--- src/hw/rtl/lmbs_pkg.sv ---
`timescale 1ns / 1ps

package lmbs_pkg;

  // Display geometry
  localparam int NUM_PLANES    = 3;
  localparam int NUM_SCAN_ROWS = 16;

  // Internal widths
  localparam int PLANE_W    = 2;
  localparam int ROW_W      = $clog2(NUM_SCAN_ROWS);
  localparam int STORE_ROWS = NUM_PLANES * NUM_SCAN_ROWS;
  localparam int ADDR_W     = $clog2(STORE_ROWS);

  // Queue between front and back
  localparam int QDEPTH = 2;
  localparam int QPTR_W = $clog2(QDEPTH);
  localparam int QCNT_W = $clog2(QDEPTH + 1);

  // Configuration port
  localparam int CFG_IDX_W  = 3;
  localparam int CFG_DATA_W = 8;

  localparam logic [CFG_IDX_W-1:0] CFG_DWELL0     = 3'd0;
  localparam logic [CFG_IDX_W-1:0] CFG_DWELL1     = 3'd1;
  localparam logic [CFG_IDX_W-1:0] CFG_DWELL2     = 3'd2;
  localparam logic [CFG_IDX_W-1:0] CFG_COL_MODE   = 3'd3;
  localparam logic [CFG_IDX_W-1:0] CFG_INTERLACE  = 3'd4;
  localparam logic [CFG_IDX_W-1:0] CFG_INVERT_ROW = 3'd5;

  localparam logic [7:0] DWELL0_RST = 8'd3;
  localparam logic [7:0] DWELL1_RST = 8'd4;
  localparam logic [7:0] DWELL2_RST = 8'd22;

  // Column modes
  localparam logic [1:0] COL_DIRECT      = 2'd0;
  localparam logic [1:0] COL_REVERSED    = 2'd1;
  localparam logic [1:0] COL_INTERLEAVED = 2'd2;

  // Operations
  localparam logic OP_WRITE = 1'b0;
  localparam logic OP_TICK  = 1'b1;

  typedef struct packed {
    logic [7:0] dwell0;
    logic [7:0] dwell1;
    logic [7:0] dwell2;
    logic [1:0] column_mode;
    logic       interlace_en;
    logic       row_inv;
  } lmbs_cfg_t;

  typedef struct packed {
    logic       operation;
    logic [1:0] plane_sel;
    logic [3:0] row_sel;
    logic       byte_sel;
    logic [7:0] pixel_byte;
  } lmbs_in_t;

  typedef struct packed {
    logic [7:0] col_port_a;
    logic [7:0] col_port_b;
    logic       row_step;
    logic       row_data;
    logic [7:0] dwell;
    logic [3:0] scan_row;
    logic [1:0] scan_plane;
  } lmbs_out_t;

  // One classified tick word on its way to the back end
  typedef struct packed {
    logic [7:0]         b0;
    logic [7:0]         b1;
    logic               step;
    logic               data;
    logic [ROW_W-1:0]   row;
    logic [PLANE_W-1:0] plane;
  } lmbs_tick_t;

  // Mirror a byte
  function automatic logic [7:0] bit_rev8(input logic [7:0] v);
    logic [7:0] r;
    for (int i = 0; i < 8; i++) begin
      r[i] = v[7-i];
    end
    return r;
  endfunction

  // Interleave two nibbles: ev into even bits, od into odd bits
  function automatic logic [7:0] weave4(input logic [3:0] ev, input logic [3:0] od);
    logic [7:0] r;
    for (int k = 0; k < 4; k++) begin
      r[2*k]   = ev[k];
      r[2*k+1] = od[k];
    end
    return r;
  endfunction

endpackage

--- src/hw/rtl/lmbs_front.sv ---
`timescale 1ns / 1ps

module lmbs_front import lmbs_pkg::*; (
  input  logic       clk,
  input  logic       rst_n,
  input  lmbs_cfg_t  cfg,
  input  logic       in_valid,
  output logic       in_ready,
  input  lmbs_in_t   in_data,
  output logic       q_push,
  output lmbs_tick_t q_wdata,
  input  logic       q_full
);

  logic               in_acc;
  logic               tick_acc;
  logic               wr_acc;
  logic               wr_hit;
  logic [PLANE_W:0]   plane_inc;
  logic [ROW_W:0]     row_inc;
  logic               step;
  logic               row_bit;
  logic [PLANE_W-1:0] plane_r, plane_nxt;
  logic [ROW_W-1:0]   row_r, row_nxt;
  logic [ROW_W-1:0]   phys_row;
  logic [ADDR_W-1:0]  rd_addr;
  logic [ADDR_W-1:0]  wr_addr;

  logic [7:0]            mem_lo [STORE_ROWS];
  logic [7:0]            mem_hi [STORE_ROWS];
  logic [STORE_ROWS-1:0] vld_lo_r;
  logic [STORE_ROWS-1:0] vld_hi_r;

  logic [7:0]         rd_lo_r, rd_hi_r;
  logic               rd_vld_lo_r, rd_vld_hi_r;
  logic               s1_valid_r, s1_valid_nxt;
  logic               s1_step_r, s1_data_r;
  logic [ROW_W-1:0]   s1_row_r;
  logic [PLANE_W-1:0] s1_plane_r;

  // Accept while the stage is free or about to drain into the queue
  assign in_ready = !s1_valid_r || !q_full;
  assign in_acc   = in_valid && in_ready;
  assign tick_acc = in_acc && (in_data.operation == OP_TICK);
  assign wr_acc   = in_acc && (in_data.operation == OP_WRITE);

  // Advance plane and row counters
  always_comb begin
    plane_inc = {1'b0, plane_r} + (PLANE_W+1)'(1);
    row_inc   = {1'b0, row_r} + (ROW_W+1)'(1);
    step      = (plane_inc >= (PLANE_W+1)'(NUM_PLANES));
    plane_nxt = step ? '0 : plane_inc[PLANE_W-1:0];
    row_nxt   = row_r;
    if (step) begin
      row_nxt = (row_inc >= (ROW_W+1)'(NUM_SCAN_ROWS)) ? '0 : row_inc[ROW_W-1:0];
    end
    row_bit = (step && (row_nxt == '0)) ^ cfg.row_inv;
  end

  // Map scan row to stored row and form store addresses
  always_comb begin
    phys_row = row_nxt;
    if (cfg.interlace_en) begin
      phys_row = (row_nxt >> 1) + (row_nxt[0] ? ROW_W'(NUM_SCAN_ROWS / 2) : '0);
    end
    rd_addr = ADDR_W'(int'(plane_nxt) * NUM_SCAN_ROWS + int'(phys_row));
    wr_hit  = (int'(in_data.plane_sel) < NUM_PLANES) &&
              (int'(in_data.row_sel) < NUM_SCAN_ROWS);
    wr_addr = ADDR_W'(int'(in_data.plane_sel) * NUM_SCAN_ROWS + int'(in_data.row_sel));
  end

  // Frame store: one byte lane per column half, registered read
  always_ff @(posedge clk) begin
    if (wr_acc && wr_hit) begin
      if (in_data.byte_sel) begin
        mem_hi[wr_addr] <= in_data.pixel_byte;
      end else begin
        mem_lo[wr_addr] <= in_data.pixel_byte;
      end
    end
    if (tick_acc) begin
      rd_lo_r     <= mem_lo[rd_addr];
      rd_hi_r     <= mem_hi[rd_addr];
      rd_vld_lo_r <= vld_lo_r[rd_addr];
      rd_vld_hi_r <= vld_hi_r[rd_addr];
      s1_step_r   <= step;
      s1_data_r   <= row_bit;
      s1_row_r    <= row_nxt;
      s1_plane_r  <= plane_nxt;
    end
  end

  // Written marks: an unwritten byte reads as dark
  always_ff @(posedge clk) begin
    if (!rst_n) begin
      vld_lo_r <= '0;
      vld_hi_r <= '0;
    end else if (wr_acc && wr_hit) begin
      if (in_data.byte_sel) begin
        vld_hi_r[wr_addr] <= 1'b1;
      end else begin
        vld_lo_r[wr_addr] <= 1'b1;
      end
    end
  end

  // Hand the stage word to the queue
  assign q_push        = s1_valid_r && !q_full;
  assign q_wdata.b0    = rd_vld_lo_r ? rd_lo_r : '0;
  assign q_wdata.b1    = rd_vld_hi_r ? rd_hi_r : '0;
  assign q_wdata.step  = s1_step_r;
  assign q_wdata.data  = s1_data_r;
  assign q_wdata.row   = s1_row_r;
  assign q_wdata.plane = s1_plane_r;

  always_comb begin
    s1_valid_nxt = s1_valid_r;
    if (tick_acc) begin
      s1_valid_nxt = 1'b1;
    end else if (q_push) begin
      s1_valid_nxt = 1'b0;
    end
  end

  // Hold counters and stage valid
  always_ff @(posedge clk) begin
    if (!rst_n) begin
      plane_r    <= '0;
      row_r      <= '0;
      s1_valid_r <= 1'b0;
    end else begin
      s1_valid_r <= s1_valid_nxt;
      if (tick_acc) begin
        plane_r <= plane_nxt;
        row_r   <= row_nxt;
      end
    end
  end

endmodule

--- src/hw/rtl/lmbs_fifo.sv ---
`timescale 1ns / 1ps

module lmbs_fifo import lmbs_pkg::*; (
  input  logic       clk,
  input  logic       rst_n,
  input  logic       push,
  input  lmbs_tick_t wdata,
  output logic       full,
  input  logic       pop,
  output lmbs_tick_t rdata,
  output logic       empty
);

  lmbs_tick_t        ent_r [QDEPTH];
  logic [QPTR_W-1:0] wr_ptr_r, rd_ptr_r;
  logic [QCNT_W-1:0] cnt_r, cnt_nxt;

  assign full  = (cnt_r == QCNT_W'(QDEPTH));
  assign empty = (cnt_r == '0);
  assign rdata = ent_r[rd_ptr_r];

  // Store pushed words
  always_ff @(posedge clk) begin
    if (push) begin
      ent_r[wr_ptr_r] <= wdata;
    end
  end

  always_comb begin
    cnt_nxt = cnt_r;
    if (push && !pop) begin
      cnt_nxt = cnt_r + QCNT_W'(1);
    end else if (pop && !push) begin
      cnt_nxt = cnt_r - QCNT_W'(1);
    end
  end

  // Advance pointers and count
  always_ff @(posedge clk) begin
    if (!rst_n) begin
      wr_ptr_r <= '0;
      rd_ptr_r <= '0;
      cnt_r    <= '0;
    end else begin
      cnt_r <= cnt_nxt;
      if (push) begin
        wr_ptr_r <= wr_ptr_r + QPTR_W'(1);
      end
      if (pop) begin
        rd_ptr_r <= rd_ptr_r + QPTR_W'(1);
      end
    end
  end

endmodule

--- src/hw/rtl/lmbs_back.sv ---
`timescale 1ns / 1ps

module lmbs_back import lmbs_pkg::*; (
  input  logic       clk,
  input  logic       rst_n,
  input  lmbs_cfg_t  cfg,
  input  lmbs_tick_t q_rdata,
  input  logic       q_empty,
  output logic       q_pop,
  output logic       out_valid,
  input  logic       out_ready,
  output lmbs_out_t  out_data
);

  lmbs_out_t        out_r, out_nxt;
  logic             out_valid_r, out_valid_nxt;
  logic [ROW_W+3:0] row_ext;

  // Take a word whenever the output register is free or draining
  assign q_pop = !q_empty && (!out_valid_r || out_ready);

  // Format column bytes and pick the dwell for the plane
  always_comb begin
    out_nxt = '0;
    unique case (cfg.column_mode)
      COL_REVERSED: begin
        out_nxt.col_port_a = bit_rev8(q_rdata.b1);
        out_nxt.col_port_b = bit_rev8(q_rdata.b0);
      end
      COL_INTERLEAVED: begin
        out_nxt.col_port_a = weave4(q_rdata.b0[3:0], q_rdata.b1[3:0]);
        out_nxt.col_port_b = weave4(q_rdata.b0[7:4], q_rdata.b1[7:4]);
      end
      default: begin
        out_nxt.col_port_a = q_rdata.b0;
        out_nxt.col_port_b = q_rdata.b1;
      end
    endcase
    case (q_rdata.plane)
      2'd0:    out_nxt.dwell = cfg.dwell0;
      2'd1:    out_nxt.dwell = cfg.dwell1;
      default: out_nxt.dwell = cfg.dwell2;
    endcase
    row_ext             = {4'b0000, q_rdata.row};
    out_nxt.row_step    = q_rdata.step;
    out_nxt.row_data    = q_rdata.data;
    out_nxt.scan_row    = row_ext[3:0];
    out_nxt.scan_plane  = q_rdata.plane;
  end

  always_comb begin
    out_valid_nxt = out_valid_r;
    if (q_pop) begin
      out_valid_nxt = 1'b1;
    end else if (out_ready) begin
      out_valid_nxt = 1'b0;
    end
  end

  // Load the output register
  always_ff @(posedge clk) begin
    if (q_pop) begin
      out_r <= out_nxt;
    end
  end

  always_ff @(posedge clk) begin
    if (!rst_n) begin
      out_valid_r <= 1'b0;
    end else begin
      out_valid_r <= out_valid_nxt;
    end
  end

  assign out_valid = out_valid_r;
  assign out_data  = out_r;

endmodule

--- src/hw/rtl/led_matrix_bitplane_scanner.sv ---
`timescale 1ns / 1ps

// Bit-plane row scanner for a 16-column LED matrix.
// Input channel (in_valid/in_ready/in_data): a write word stores one frame
// byte at (plane, row, column half) and yields no result; a tick word
// advances plane and row counters and yields one result word on the output
// channel (out_valid/out_ready/out_data) with the two column port bytes,
// the row step and row data bits, the dwell compare value and the counters.
// Configuration: cfg_we writes cfg_wdata to register cfg_index;
// write only while no tick is in flight.
// Path: a tick's result is registered by the store read at acceptance, then
// written into the queue, then loaded into the output register. Throughput
// is one word per cycle while the receiver keeps out_ready high.
// Reset: counters at zero, registers at defaults, the frame store reads as
// all zero through per-byte written marks, so no clearing pass is needed and
// in_ready is high as soon as reset is released.
// Stall: a stalled receiver holds out_data; up to a stage word, two queued
// words and the output word build up before in_ready drops.
module led_matrix_bitplane_scanner import lmbs_pkg::*; (
  input  logic                  clk,
  input  logic                  rst_n,
  input  logic                  in_valid,
  output logic                  in_ready,
  input  lmbs_in_t              in_data,
  output logic                  out_valid,
  input  logic                  out_ready,
  output lmbs_out_t             out_data,
  input  logic                  cfg_we,
  input  logic [CFG_IDX_W-1:0]  cfg_index,
  input  logic [CFG_DATA_W-1:0] cfg_wdata
);

  lmbs_cfg_t  cfg_r, cfg_nxt;
  logic       q_push, q_pop, q_full, q_empty;
  lmbs_tick_t q_wdata, q_rdata;

  // Decode register writes
  always_comb begin
    cfg_nxt = cfg_r;
    if (cfg_we) begin
      unique case (cfg_index)
        CFG_DWELL0:     cfg_nxt.dwell0       = cfg_wdata;
        CFG_DWELL1:     cfg_nxt.dwell1       = cfg_wdata;
        CFG_DWELL2:     cfg_nxt.dwell2       = cfg_wdata;
        CFG_COL_MODE:   cfg_nxt.column_mode  = cfg_wdata[1:0];
        CFG_INTERLACE:  cfg_nxt.interlace_en = cfg_wdata[0];
        CFG_INVERT_ROW: cfg_nxt.row_inv      = cfg_wdata[0];
        default: ;
      endcase
    end
  end

  always_ff @(posedge clk) begin
    if (!rst_n) begin
      cfg_r.dwell0       <= DWELL0_RST;
      cfg_r.dwell1       <= DWELL1_RST;
      cfg_r.dwell2       <= DWELL2_RST;
      cfg_r.column_mode  <= COL_DIRECT;
      cfg_r.interlace_en <= 1'b0;
      cfg_r.row_inv      <= 1'b0;
    end else begin
      cfg_r <= cfg_nxt;
    end
  end

  lmbs_front u_front (
    .clk      (clk),
    .rst_n    (rst_n),
    .cfg      (cfg_r),
    .in_valid (in_valid),
    .in_ready (in_ready),
    .in_data  (in_data),
    .q_push   (q_push),
    .q_wdata  (q_wdata),
    .q_full   (q_full)
  );

  lmbs_fifo u_fifo (
    .clk   (clk),
    .rst_n (rst_n),
    .push  (q_push),
    .wdata (q_wdata),
    .full  (q_full),
    .pop   (q_pop),
    .rdata (q_rdata),
    .empty (q_empty)
  );

  lmbs_back u_back (
    .clk       (clk),
    .rst_n     (rst_n),
    .cfg       (cfg_r),
    .q_rdata   (q_rdata),
    .q_empty   (q_empty),
    .q_pop     (q_pop),
    .out_valid (out_valid),
    .out_ready (out_ready),
    .out_data  (out_data)
  );

endmodule

--- config.mk ---
export PLATFORM = sky130hd
export DESIGN_NAME = led_matrix_bitplane_scanner
export DESIGN_NICKNAME = d
export VERILOG_FILES = /design/src/hw/rtl/lmbs_pkg.sv /design/src/hw/rtl/lmbs_front.sv /design/src/hw/rtl/lmbs_fifo.sv /design/src/hw/rtl/lmbs_back.sv /design/src/hw/rtl/led_matrix_bitplane_scanner.sv
export SDC_FILE = /design/constraint.sdc
export NUM_CORES = 1
export LEC_CHECK = 0
export ABC_AREA = 1
export BUFFER_PORTS_ARGS = -buffer_cell sky130_fd_sc_hd__buf_2
export CORE_MARGIN = 2
export CORE_UTILIZATION = 38
export CTS_BUF_LIST = sky130_fd_sc_hd__clkbuf_8
export DETAILED_ROUTE_END_ITERATION = 10
export PLACE_DENSITY = 0.53
export SLEW_MARGIN = 10
export SYNTH_ARGS = -nofsm -noshare
export SYNTH_HDL_FRONTEND = slang
export SYNTH_SLANG_ARGS = --single-unit
--- constraint.sdc ---
create_clock -name clk -period 3.43 [get_ports clk]
set_input_delay 0.5145 -clock clk [delete_from_list [all_inputs] [get_ports clk]]
set_output_delay 0.5145 -clock clk [all_outputs]
set_load 0.01 [all_outputs]
==> results.sh, run 1 <==
export IMPL_status="finished, final reports clean"
export IMPL_intPower_w=0.02043
export IMPL_synthFlopType="edfxtp_1"
export IMPL_area_growth_pct=14.67
export IMPL_routedWlPerCell_um=20.84
export IMPL_hold_depth=1
export IMPL_timing_rr_end="u_front.rd_lo_r[4]"
export IMPL_vias=29070
export IMPL_finalSetupTns_ns=0
export IMPL_holdWs_ns=0.06441
export IMPL_worstHoldStart="in_data[5]"
export IMPL_syn_area_um2=42510
export IMPL_synth_nets=3989
export IMPL_synth_area_leaders="edfxtp_1, nand2_1, dfxtp_1"
export IMPL_slew_headroom_pct=39.32
export IMPL_synth_async_reset_ratio_pct=0
export IMPL_p_leak_nw=19.05
export IMPL_die_area_um2=114600
export IMPL_cap_violations=0
export IMPL_ios=66
export IMPL_synth_most_common_cell="nand2_1"
export IMPL_path_cells="ha_1, nand3_1, nand2_2, nand3_2, nand2_8, buf_12, buf_4, a21oi_1, o21ai_1, nand3_1, nand3_1, nand2_1, nand2_1, nand3_1"
export IMPL_die_w_um=338.5
export IMPL_tightest_slew_ns=0.9102
export IMPL_dpl_hpwl_um=74910
export IMPL_drv_slew=0
export IMPL_swShare_pct=27.55
export IMPL_fin_skew_ns=0.05223
export IMPL_core_um2=110800
export IMPL_end_kind="flop"
export IMPL_rrSetupSlack_ns=0.37
export IMPL_fp_row_count=122
export IMPL_yosys_area_top_type_share_pct=61.74
export IMPL_synthTopCellsByCount="nand2_1, edfxtp_1, inv_1"
export IMPL_peakVddDrop_mv=0.3271
export IMPL_drtIter0Drc=2664
export IMPL_ys_ff_latch=1011
export IMPL_cp_arrival_ns=3.62
export IMPL_clock_power_share_pct=37.2
export IMPL_numClockSinks=1011
export IMPL_drive_gt1_share_pct=11.39
export IMPL_worstPathRequired_ns=3.99
export IMPL_grt_usage_pct=20.98
export IMPL_cts_htree_levels=4
export IMPL_drt_wl_total_um=120900
export IMPL_ys_warn_count=0
export IMPL_finalCritPeriodShare_pct=89.32
export IMPL_worstSetupStartpoint="u_front.row_r[0]"
export IMPL_die_h_um=338.5
export IMPL_whs_endpoint="u_front.mem_hi[1][5]"
export IMPL_worst_path_max_delay_cell="dfxtp_1"
export IMPL_nets=4204
export IMPL_cts_clk_slew_worst_paths_ns=0.06
export IMPL_power_frac_seq_pct=49.1
export IMPL_cts_tree="yes"
export IMPL_initial_core_util_pct=38.36
export IMPL_grt_pass1_wl_um=181800
export IMPL_p_per_area_nw_per_um2=578.6
export IMPL_cts_made_buffers=172
export IMPL_syn_area_per_cell_um2=10.75
export IMPL_crit_type="flop to flop"
export IMPL_r2r_cells=14
export IMPL_root_buffer="clkbuf_8"
export IMPL_crit_top_cell="nand3_1"
export IMPL_yosysSeqAreaShare_pct=68.19
export IMPL_cp_start_kind="flop"
export IMPL_synth_largest_area_cell="edfxtp_1"
export IMPL_drc=0
export IMPL_fmax_ghz=0.3264
export IMPL_slowest_delay_ns=0.41
export IMPL_antenna_left=0
export IMPL_grt_ovfl_total=0
export IMPL_finalHoldViolations=0
export IMPL_combPwrFrac_pct=13.6
export IMPL_p_switching_w=0.007769
export IMPL_antenna_found_initial=4
export IMPL_insertion_delay_ns=0.86
export IMPL_setup_viol_count_final=0
export IMPL_clock_path_buffers=3
export IMPL_r2r_start="u_front.row_r[0]"
export IMPL_synthCells=3953
export IMPL_min_path_type="input pin to flop"
export IMPL_place_congestion=0.8259
export IMPL_post_route_min_period_ns=3.064
export IMPL_vias_per_cell=5.011
export IMPL_grt_pass1_vias=28340
export IMPL_first_pass_iters=6
export IMPL_rsz0062_at_grt="false"
export IMPL_postCtsSetupBuffers=0
export IMPL_synth_cell_type_count=36
export IMPL_crit_path_max_fanout=33
export IMPL_io_buffers=65
export IMPL_grt_max_degree=135
export IMPL_synth_edf_count=874
==> final cells by class <==
class	count	area [µm²]
Antenna cell	2	5.005
Clock buffer	194	2670
Clock inverter	123	663.1
Fill cell	10600	62080
Inverter	479	1803
Multi-Input combinational cell	2242	10500
Sequential cell	1011	28990
Tap cell	1488	1862
Timing Repair Buffer	262	2257
==> cell usage in the layout (no fill, tap or decap), types with 3 or more instances in the layout <==
cell type,synthesis,routed
nand2_1,907,905
edfxtp_1,874,874
inv_1,474,548
nand3_1,457,457
nor2_1,392,390
o211ai_1,194,194
clkbuf_8,0,194
buf_4,21,160
dfxtp_1,137,137
o21ai_0,71,71
buf_2,90,57
nand3b_1,48,48
a21oi_1,41,40
o21ai_1,36,36
buf_12,0,32
clkinv_1,1,28
or2_1,20,20
nor3_1,18,18
mux2i_1,13,13
dlygate4sd3_1,0,13
o221ai_1,10,10
inv_8,0,6
clkinv_2,0,6
nand2_2,4,5
o21ai_4,0,5
o22ai_1,5,5
bufinv_16,0,5
or2_2,4,4
a31oi_1,4,4
ha_1,4,4
inv_2,4,3
nor2_2,1,3
==> routing by layer <==
metal | wire length [µm] | up-vias | track usage [%]
li1 | - | 13820 | -
met5 | 18 | - | 0
met4 | 2935 | 4 | 6.824
met1 | 54830 | 14150 | 28.86
met2 | 56350 | 907 | 33.72
met3 | 6736 | 196 | 3.690
==> what timing repair did <==
action                                 CTS  global route
hold buffers                            13             0
gates resized for setup                  0             0
endpoints found under the hold margin   26             0
==> worst max-delay path: cells and delay by family, from the launching register on <==
| kind | cells | cell delay, ns |
|---|---|---|
| AOI/OAI and AO/OA | 2 | 0.24 |
| adders and majority gates | 1 | 0.22 |
| buffers and inverters | 2 | 0.68 |
| DFF | 1 | 0.41 |
| and+or+nand+nor | 9 | 1.22 |
==> worst max-delay path by stage <==
stage                                     to  slack [ns]  cells after the start
final                     u_front.rd_lo_r[4]        0.37                     14
after global routing      u_front.rd_lo_r[2]        0.15                     13
after CTS                 u_front.rd_lo_r[2]        0.34                     13
after detailed placement  u_front.rd_lo_r[2]        0.36                     13
after global placement    u_front.rd_lo_r[2]        0.41                     13
after floorplan              u_fifo.cnt_r[1]        0.13                      8
==> registers in the layout, summed over array words and instances, names as in the netlist, 28 cells and up, named ones only <==
name,cells
cfg_r,28
u_front.mem_hi,384
u_front.vld_lo_r,48
u_back.out_data,32
u_front.mem_lo,384
u_fifo.ent_r,48
u_front.vld_hi_r,48
==> cell families after synthesis <==
kind of cell | Yosys count | synth area share (%)
muxes | 13 | 0.3061
buffers and inverters | 700 | 7.285
AOI/OAI and AO/OA | 368 | 5.648
and+or+nand+nor | 1856 | 18.43
xor gates and xnor gates | 1 | 0.02061
adders and majority gates | 4 | 0.1177
DFF | 1011 | 68.19
==> per-stage QoR <==
| step | setup slack [ns] | area (µm²) | std cells | utilization (%) | total power [W] |
|---|---|---|---|---|---|
| 3_3_place_gp | 0.4100 | 45280 | 5469 | 40.85 | 0.01797 |
| 5_1_grt | 0.1542 | 48740 | 5800 | 43.98 | 0.02937 |
| 6_report | 0.3663 | 48740 | 5801 | 43.98 | 0.02820 |
| 4_1_cts | 0.3428 | 48740 | 5799 | 43.98 | 0.02849 |
| 3_5_place_dp | 0.3630 | 45280 | 5469 | 40.85 | 0.01798 |
| 2_1_floorplan | 0.1313 | 42510 | 3953 | - | 0.01650 |
==> power groups by stage <==
stage | registers, W | clock network, W | logic [W]
3_5_place_dp | 0.0141 | 0 | 0.00386
3_3_place_gp | 0.0141 | 0 | 0.00385
2_1_floorplan | 0.0142 | 0 | 0.00229
6_report | 0.0139 | 0.0105 | 0.00384
4_1_cts | 0.0139 | 0.0107 | 0.00388
5_1_grt | 0.0139 | 0.0113 | 0.00423
Power figures use the tool's default switching activity.
==> inputs of run 2 (changes only) <==
--- a/config.mk
+++ b/config.mk
@@ -8,10 +8,10 @@
 export ABC_AREA = 1
 export BUFFER_PORTS_ARGS = -buffer_cell sky130_fd_sc_hd__buf_2
 export CORE_MARGIN = 2
-export CORE_UTILIZATION = 38
+export CORE_UTILIZATION = 43
 export CTS_BUF_LIST = sky130_fd_sc_hd__clkbuf_8
 export DETAILED_ROUTE_END_ITERATION = 10
-export PLACE_DENSITY = 0.53
+export PLACE_DENSITY = 0.58
 export SLEW_MARGIN = 10
 export SYNTH_ARGS = -nofsm -noshare
 export SYNTH_HDL_FRONTEND = slang
==> results.sh, run 2 (synthesis results as in run 1) <==
export IMPL_status="finished, final reports clean"
export IMPL_routedWlPerCell_um=20.06
export IMPL_dpl_hpwl_um=67550
export IMPL_first_pass_iters=6
export IMPL_drv_slew=0
export IMPL_rrSetupSlack_ns=0.51
export IMPL_vias=28700
export IMPL_fillers=8893
export IMPL_grt_pass1_vias=27200
export IMPL_cp_arrival_ns=3.49
export IMPL_grt_ovfl_total=0
export IMPL_layout_common_cells="nand2_1, edfxtp_1, inv_1, nand3_1, nor2_1"
export IMPL_drc=0
export IMPL_drive_gt1_share_pct=11.38
export IMPL_placed_area_um2=44920
export IMPL_crit_path_max_fanout=66
export IMPL_multi_input_area_um2=10500
export IMPL_vias_per_cell=5.131
export IMPL_worstHoldStart="cfg_index[2]"
export IMPL_numClockSinks=1011
export IMPL_nets=4193
export IMPL_cts_resized=0
export IMPL_antenna_found_initial=5
export IMPL_timing_rr_end="u_front.rd_hi_r[6]"
export IMPL_ios=66
export IMPL_insertion_delay_ns=0.84
export IMPL_slew_headroom_pct=37.02
export IMPL_cts_clk_slew_worst_paths_ns=0.06
export IMPL_area_growth_pct=13.66
export IMPL_worstPathRequired_ns=4.00
export IMPL_whs_endpoint="cfg_r[0]"
export IMPL_fmax_ghz=0.3424
export IMPL_holdWs_ns=0.09158
export IMPL_initial_core_util_pct=43.32
export IMPL_cts_htree_levels=4
export IMPL_finalSetupTns_ns=0
export IMPL_core_um2=98130
export IMPL_crit_type="flop to flop"
export IMPL_cts_tree="yes"
export IMPL_peakVddDrop_mv=0.3157
export IMPL_finish_instance_area_um2=48320
export IMPL_die_h_um=318.4
export IMPL_root_buffer="clkbuf_8"
export IMPL_hold_depth=4
export IMPL_antenna_left=0
export IMPL_cts_made_buffers=169
export IMPL_worstSetupStartpoint="u_front.row_r[0]"
export IMPL_seq_area_um2=28990
export IMPL_end_kind="flop"
export IMPL_grt_pass1_wl_um=169900
export IMPL_fin_skew_ns=0.04093
export IMPL_p_total_w=0.02785
export IMPL_final_common_cell="nand2_1"
export IMPL_clock_path_buffers=3
export IMPL_r2r_start="u_front.row_r[0]"
export IMPL_grt_max_degree=79
export IMPL_rsz0062_at_grt="false"
export IMPL_die_area_um2=101400
export IMPL_min_path_type="input pin to flop"
export IMPL_cp_start_kind="flop"
export IMPL_r2r_cells=14
export IMPL_drtIter0Drc=2687
export IMPL_die_w_um=318.4
export IMPL_largest_registers="u_front.mem_hi: 384 flops, u_front.mem_lo: 384 flops"
export IMPL_post_route_min_period_ns=2.921
export IMPL_cap_violations=0
export IMPL_fp_row_count=115
export IMPL_io_buffers=65
export IMPL_p_leak_nw=18.95
export IMPL_finalHoldViolations=0
export IMPL_p_per_area_nw_per_um2=576.5
export IMPL_place_congestion=0.8482
export IMPL_tightest_slew_ns=0.9447
export IMPL_finalCritPeriodShare_pct=85.16
export IMPL_setup_viol_count_final=0
export IMPL_drt_wl_total_um=112200
export IMPL_postCtsSetupBuffers=0
export IMPL_grt_usage_pct=22.16
run 2: worst max-delay path by stage:
stage / end / slack [ns] / cells after the start
after floorplan: u_fifo.cnt_r[1] / 0.13 / 8
after global placement: u_front.rd_lo_r[0] / 0.55 / 12
after detailed placement: u_front.rd_lo_r[0] / 0.51 / 12
after CTS: u_front.rd_lo_r[0] / 0.47 / 12
after global routing: u_front.rd_hi_r[6] / 0.26 / 14
final: u_front.rd_hi_r[6] / 0.51 / 14
run 2: final cells by class:
class | count | area share, %
antenna | 3 | 0.01554
clock buffer | 192 | 5.469
clock inverter | 126 | 1.321
inverter | 479 | 3.732
multi-input combinational | 2242 | 21.72
sequential | 1011 | 60.00
tap | 1287 | 3.333
timing repair buffer | 254 | 4.408
run 2: layer usage:
metal,vias up,global-route usage [%],share of wire (%)
met2,996,34.26,45
met3,192,4.846,7.3
li1,13800,-,-
met5,-,0,0.027
met4,4,7.888,3.0
met1,13710,30.89,44
run 2: repair_timing:
action                                 in CTS  in global routing
endpoints found under the hold margin      26                  0
hold buffers                               11                  0
setup endpoints to repair                   0                  0
run 2: through the flow:
| step | setup WS (ns) | utilization (%) | instances |
|---|---|---|---|
| after floorplan | 0.1313 | - | 3953 |
| after global placement | 0.5462 | 45.77 | 5262 |
| after detailed placement | 0.5091 | 45.77 | 5262 |
| after CTS | 0.4704 | 49.23 | 5591 |
| after global routing | 0.2605 | 49.23 | 5593 |
| final | 0.5091 | 49.24 | 5594 |
run 2: worst max-delay path, cell delays in order (launching register included):
cell,delay (ns)
dfxtp_1,0.42
ha_1,0.22
nand3_1,0.15
nand2_2,0.13
nand3_2,0.13
nand2_8,0.16
buf_12,0.28
buf_12,0.30
nand2_1,0.09
o211ai_1,0.09
nand3_1,0.16
nand3_1,0.15
nand2_1,0.11
nand2_1,0.12
nand3_1,0.08
run 2: power breakdown:
group	switching (W)	total (W)	leakage (nW)	internal [W]
Combinational	0.00266	0.00377	8.00	0.00111
Clock	0.00487	0.0102	1.95	0.00536
Sequential	0.0000922	0.0139	9.01	0.0138
Total	0.00761	0.0279	19.0	0.0202
